--- src/sv/gcl_pkg.sv ---
`default_nettype none
package gcl_pkg;
    localparam int MAX_DIMS_DEF    = 10;
    localparam int TABLE_DEPTH_DEF = 4096;
    localparam int VALUE_BITS_DEF  = 16;
    localparam int CELL_BITS       = 6;
    localparam int CODE_BITS       = 60;
    localparam int TAG_BITS        = 16;
    localparam int DIV_NUM_BITS    = 38;
    localparam int DIV_DEN_BITS    = 33;
    localparam logic [5:0] CELL_MAX = 6'd63;
    localparam logic [5:0] DIV_MIN  = 6'd5;
    localparam logic [5:0] DIV_MAX  = 6'd51;
    localparam logic [1:0] CMD_RANGE = 2'd0;
    localparam logic [1:0] CMD_ENTRY = 2'd1;
    localparam logic [1:0] CMD_COMP  = 2'd2;
    localparam logic [1:0] REG_DIMS  = 2'd0;
    localparam logic [1:0] REG_DIV   = 2'd1;
    localparam logic [1:0] REG_COUNT = 2'd2;

    // Divider request from the sequencer.
    typedef struct packed {
        logic                    go;
        logic [DIV_NUM_BITS-1:0] num;
        logic [DIV_DEN_BITS-1:0] den;
    } t_div_req;
endpackage
`default_nettype wire

--- src/sv/gcl_divider.sv ---
`default_nettype none
// Restoring divider, one quotient bit per cycle, quotient saturated to 63.
module gcl_divider (
    input  wire logic                i_clk,
    input  wire logic                i_rst_n,
    input  wire gcl_pkg::t_div_req   i_req,
    output logic                     o_done,
    output logic [5:0]               o_cell
);
    localparam int NUM_BITS = gcl_pkg::DIV_NUM_BITS;
    localparam int DEN_BITS = gcl_pkg::DIV_DEN_BITS;
    localparam int CNT_BITS = $clog2(NUM_BITS + 1);
    logic [NUM_BITS-1:0] r_num;
    logic [DEN_BITS:0]   r_rem;
    logic [DEN_BITS-1:0] r_den;
    logic [NUM_BITS-1:0] r_quo;
    logic [CNT_BITS-1:0] r_cnt;
    logic                r_busy;
    logic                r_done;
    logic [DEN_BITS:0]   n_shift;
    logic [DEN_BITS:0]   n_diff;

    always_comb begin
        n_shift = {r_rem[DEN_BITS-1:0], r_num[NUM_BITS-1]};
        n_diff  = n_shift - {1'b0, r_den};
    end

    always_ff @(posedge i_clk) begin
        if (!i_rst_n) begin
            r_busy <= 1'b0;
            r_done <= 1'b0;
        end else begin
            r_done <= 1'b0;
            if (i_req.go) begin
                r_busy <= 1'b1;
                r_num  <= NUM_BITS'(i_req.num);
                r_den  <= DEN_BITS'(i_req.den);
                r_rem  <= '0;
                r_quo  <= '0;
                r_cnt  <= CNT_BITS'(NUM_BITS);
            end else if (r_busy) begin
                r_num <= {r_num[NUM_BITS-2:0], 1'b0};
                if (!n_diff[DEN_BITS]) begin
                    r_rem <= n_diff;
                    r_quo <= {r_quo[NUM_BITS-2:0], 1'b1};
                end else begin
                    r_rem <= n_shift;
                    r_quo <= {r_quo[NUM_BITS-2:0], 1'b0};
                end
                r_cnt <= r_cnt - 1'b1;
                if (r_cnt == CNT_BITS'(1)) begin
                    r_busy <= 1'b0;
                    r_done <= 1'b1;
                end
            end
        end
    end

    assign o_done = r_done;
    assign o_cell = (r_quo > NUM_BITS'(gcl_pkg::CELL_MAX)) ? gcl_pkg::CELL_MAX : r_quo[5:0];
endmodule
`default_nettype wire

--- config.mk ---
export PLATFORM = sky130hd
export DESIGN_NAME = gcl_divider
export DESIGN_NICKNAME = d
export VERILOG_FILES = /design/src/sv/gcl_pkg.sv /design/src/sv/gcl_divider.sv
export SDC_FILE = /design/constraint.sdc
export NUM_CORES = 1
export LEC_CHECK = 0
export BUFFER_PORTS_ARGS = -buffer_cell sky130_fd_sc_hd__buf_2
export CORE_ASPECT_RATIO = 0.75
export CORE_MARGIN = 2
export CORE_UTILIZATION = 59
export DETAILED_ROUTE_END_ITERATION = 12
export GPL_ROUTABILITY_DRIVEN = 1
export PLACE_DENSITY_LB_ADDON = 0.08
export SLEW_MARGIN = 5
export SYNTH_ARGS = -nofsm -noshare
export SYNTH_HDL_FRONTEND = slang
export SYNTH_SLANG_ARGS = --single-unit
export TNS_END_PERCENT = 20
--- constraint.sdc ---
create_clock -name i_clk -period 5 [get_ports i_clk]
set_input_delay 1 -clock i_clk [delete_from_list [all_inputs] [get_ports i_clk]]
set_output_delay 1 -clock i_clk [all_outputs]
set_load 0.1 [all_outputs]
Yosys cells after proc, flatten, opt, wreduce, memory -nomap -nowiden --
Cells that the tools add are included.
Word-level totals: bits in registers 150, input bits 74, word-level logic and storage cells 29
Operators by class: add/subtract/negate cells 2, $lt $le $gt $ge 1, eq/ne operators 1, muxes and demuxes 12, bitwise gates (word level) 2, reduce and logical (&&, ||, !) cells 4
Operators with widths (count):
- two-way mux 38 bit | 3
- two-way mux 33 bit | 2
- > comparator 38 x 6 -> 1 bit (second input constant) | 1
- subtractor 34 x 33 -> 34 bit | 1
- two-way mux 6 bit | 2
- equality test 6 x 1 -> 1 bit (second input constant) | 1
- subtractor 6 x 1 -> 6 bit (second input constant) | 1
- two-way mux 1 bit | 5
- AND reduction 2 bit | 2
- OR reduction 3 bit | 1
- inverter 1 bit | 2
- nonzero test 2 bit | 1

Depth between registers and ports, before layout --
depth in word-level cells 4, mapped depth 14, gate-level depth less buffers 12

Worst setup path after synthesis --
OpenSTA, ideal clock, no wires.
kind input-to-reg, from input port i_req[71] in the netlist's numbering, to register r_cnt[0] (enable), setup time 484 ps, arrival 3901 ps, data required time 4516 ps, slack 615 ps, stages on the path 2, buffers on the path 1, path through clkbuf_1 > o21a_1
On the way: word-level cells in the longest chain between the ends 2
RTL lines:
- from (decl) | line gcl_divider.sv:6 | input wire gcl_pkg::t_div_req i_req,
- nonzero test 2 bit (no source line)
- AND reduction 2 bit (no source line)
- to (signal assigned) | line gcl_divider.sv:40 | r_cnt <= CNT_BITS'(NUM_BITS);
- to (signal assigned) | line gcl_divider.sv:50 | r_cnt <= r_cnt - 1'b1;
- to (decl) | line gcl_divider.sv:17 | logic [CNT_BITS-1:0] r_cnt;
Every way passes these cells. A chain may end at the register's enable or synchronous reset.

Worst setup path after layout --
from register r_rem[2], to register r_rem[28] (data pin)
On the way: word-level cells in the longest chain between the ends 3
RTL lines:
- from (decl) | line gcl_divider.sv:14 | logic [DEN_BITS:0] r_rem;
- from (signal assigned) | line gcl_divider.sv:44 | r_rem <= n_diff;
- from (signal assigned) | line gcl_divider.sv:47 | r_rem <= n_shift;
- subtractor 34 x 33 -> 34 bit | line gcl_divider.sv:25 | n_diff = n_shift - {1'b0, r_den};
- two-way mux 33 bit | line gcl_divider.sv:43 | if (!n_diff[DEN_BITS]) begin
- two-way mux 33 bit | line gcl_divider.sv:41 | end else if (r_busy) begin
Every way passes these cells. The select of a mux whose other input is x is not followed.

==> results_dict.tcl <==
set metrics [dict create \
    status "completed" \
    hpwl_um 10600 \
    grt_pass1_wl_um 25100 \
    diodes 0 \
    holdBufCountCts 0 \
    wirelength_um 15400 \
    syn_area_um2 7870 \
    n_fill_cell 957 \
    critPathTopFamily "compound AO/OA/AOI/OAI gates" \
    first_pass_iters 5 \
    clock-root-buffer "clkbuf_16" \
    drc 0 \
    layout_commonest_cell "edfxtp_1" \
    setup_viol 0 \
    core-area_um2 13000 \
    seq_area_frac_synth_pct 57.0 \
    max_stage_delay_ns 0.69 \
    cp-start-kind "register" \
    drtIter0Drc 398 \
    antenna_found_initial 0 \
    ys_types 57 \
    cp_cell_sequence "ha_1, a21o_1, a21oi_1, nand2_1, a211oi_2, a211o_1, nand2_2, xor2_4, buf_4, mux2i_1, nor2_1" \
    via_per_inst 5.71 \
    grt_usage_pct 23.0 \
    relSlewSlack_pct 32.9 \
    synth_warnings 0 \
    fp.dieH_um 104 \
    setup_tns_ns 0 \
    power_switching_mw 1.00 \
    pre_cts_ws_ns 1.39 \
    max-cap-violations 0 \
    synth_fp_nets 754 \
    drv_slew 0 \
    worst_pin_slew_ns 1.01 \
    io_buffers 80 \
    ys_ff_latch 150 \
    fin_cells 913 \
    syn_inst 644 \
    die-area_um2 14300 \
    gp_congestion 0.897 \
    endpoint_kind "register" \
    ant_nets 0 \
    floorplan.die.width_um 137 \
    yosys.area.top_type "edfxtp_1" \
    rsz0062_at_grt "no" \
    synthArstFlopShare_pct 0 \
    cts_setup_buffers 0 \
    drive_gt1_share_pct 22.4 \
    fin_skew_ns 0.00726 \
    syn_area_per_cell_um2 12.2 \
    internal_power_mw 2.53 \
    setup_ws_ns 1.34 \
    area_delta_synth_final_pct 14.1 \
    clock_latency_ns 0.42 \
    grt_max_degree 89 \
    final_util_pct 69.0 \
    final_cell_mix "edfxtp_1 (148), buf_2 (79), nor2_1 (55), inv_1 (47), nor2b_1 (42)" \
    cp_max_fo 20 \
    path_clk_slew_ns 0.06 \
    start_util_pct 60.5 \
    cp.arrival_ns 3.79 \
    dp.cells 881 \
    slowest_stage "xor2_4" \
    worstPathRequired_ns 5.14 \
    nNetsFinal 839 \
    path_buf_inv 1 \
    cts.htree.levels 4 \
    hold_viol_final 0 \
    grt_pass1_vias 5133 \
    fin_crit_sh_pct 73.1 \
    cts_buffer_depth 2 \
    period_minus_slack_ns 3.66 \
    power_frac_comb_pct 21.7 \
    power.share.clock_pct 34.1 \
    switching_share_pct 28.4 \
    synth_edf_count 148 \
    grt_overflow 0 \
    synth.top_cell.area_share_pct 56.5 \
    vdd_drop_max_mv 0.273 \
    cts_sinks 150 \
    criticalPathCategory "reg2reg" \
    power.density_nw_per_um2 393 \
    cts_made_buffers 17 \
    cts_tree "done" \
    fin_total_pwr_mw 3.53 \
    synth_area_leaders "edfxtp_1 (56%), ha_1 (5.6%), mux2_2 (5.4%)" \
    synth-main-ff-cell "edfxtp_1" \
    std_cell_rows 36 \
    cts_resized 0 \
    power.leakage_nw 3.56 \
    wire_per_inst_um 16.8 \
    io_pins 81 \
    hp-class "reg2reg" \
    power_frac_seq_pct 44.2 \
    vias 5211 \
    max_freq_mhz 274 \
]
## registers in the layout (all words and copies together) (netlist names)
register	count
r_quo	38
o_done	1
r_busy	1
r_cnt	6
r_num	38
r_den	33
r_rem	33
## final timing paths
path / start / endpoint / slack (ns) / depth (start not counted)
worst min-delay path: r_busy / o_done / 0.46 / 2
worst max-delay path: r_rem[2] / r_rem[28] / 1.34 / 11
worst min register to register: r_busy / o_done / 0.46 / 2
worst max register to register: r_rem[2] / r_rem[28] / 1.34 / 11
## cells in the mapped netlist, drive strengths merged, types with 8 or more instances
cell	instances
nand4	8
nor4	10
mux2i	23
edfxtp	148
nor2	55
nor2b	42
ha	35
mux2	38
inv	48
a21o	13
xor2	9
buf	9
a21oi	32
nand2	35
o21a	8
xnor2	24
o21ai	22
clkbuf	11
## through the flow
step | area, um2 | hold slack (ns)
final | 8980 | 0.462
after detailed placement | 8430 | 0.456
after floorplan | 7870 | 0.421
after global placement | 8430 | 0.444
after global routing | 8980 | 0.502
after CTS | 8980 | 0.466
## layout make-up
cell class | count | area (um2) | area share (%)
Inverter | 49 | 184 | 2.05
Multi-Input combinational cell | 425 | 3100 | 34.5
Tap cell | 171 | 214 | 2.38
Clock buffer | 17 | 425 | 4.74
Clock inverter | 15 | 125 | 1.39
Timing Repair Buffer | 86 | 448 | 4.99
Sequential cell | 150 | 4480 | 49.9
## routing by layer
layer	GRT usage (%)	vias to the layer above	wire, um
li1	-	2531	-
met2	32.4	138	6810
met5	0	-	0
met1	33.4	2522	7400
met4	8.69	0	246
met3	7.31	20	926
## power by group through the flow
stage | Sequential, mW | Clock, mW | Combinational [mW]
2_1_floorplan | 1.57 | 0 | 0.604
3_3_place_gp | 1.58 | 0 | 0.734
3_5_place_dp | 1.58 | 0 | 0.755
4_1_cts | 1.56 | 1.22 | 0.762
5_1_grt | 1.57 | 1.27 | 0.848
6_report | 1.56 | 1.20 | 0.765
## worst register-to-register path: stages (launching register included)
cell	delay (ns)
edfxtp_1	0.40
ha_1	0.37
a21o_1	0.20
a21oi_1	0.18
nand2_1	0.14
a211oi_2	0.46
a211o_1	0.21
nand2_2	0.08
xor2_4	0.69
buf_4	0.34
mux2i_1	0.24
nor2_1	0.06
## cell families (layout without fill, tap and decap cells)
logic type	after synthesis	in the layout	share of synthesized area, %
AO/OA/AOI/OAI	115	115	9.68
XOR/XNOR	33	33	3.91
adder cells (fa/ha/maj)	36	36	5.82
buffers and inverters	69	167	3.72
flip-flops	150	150	57.0
multiplexers	61	61	8.36
AND/OR/NAND/NOR	180	180	11.5
Power figures use the tool's default switching activity.
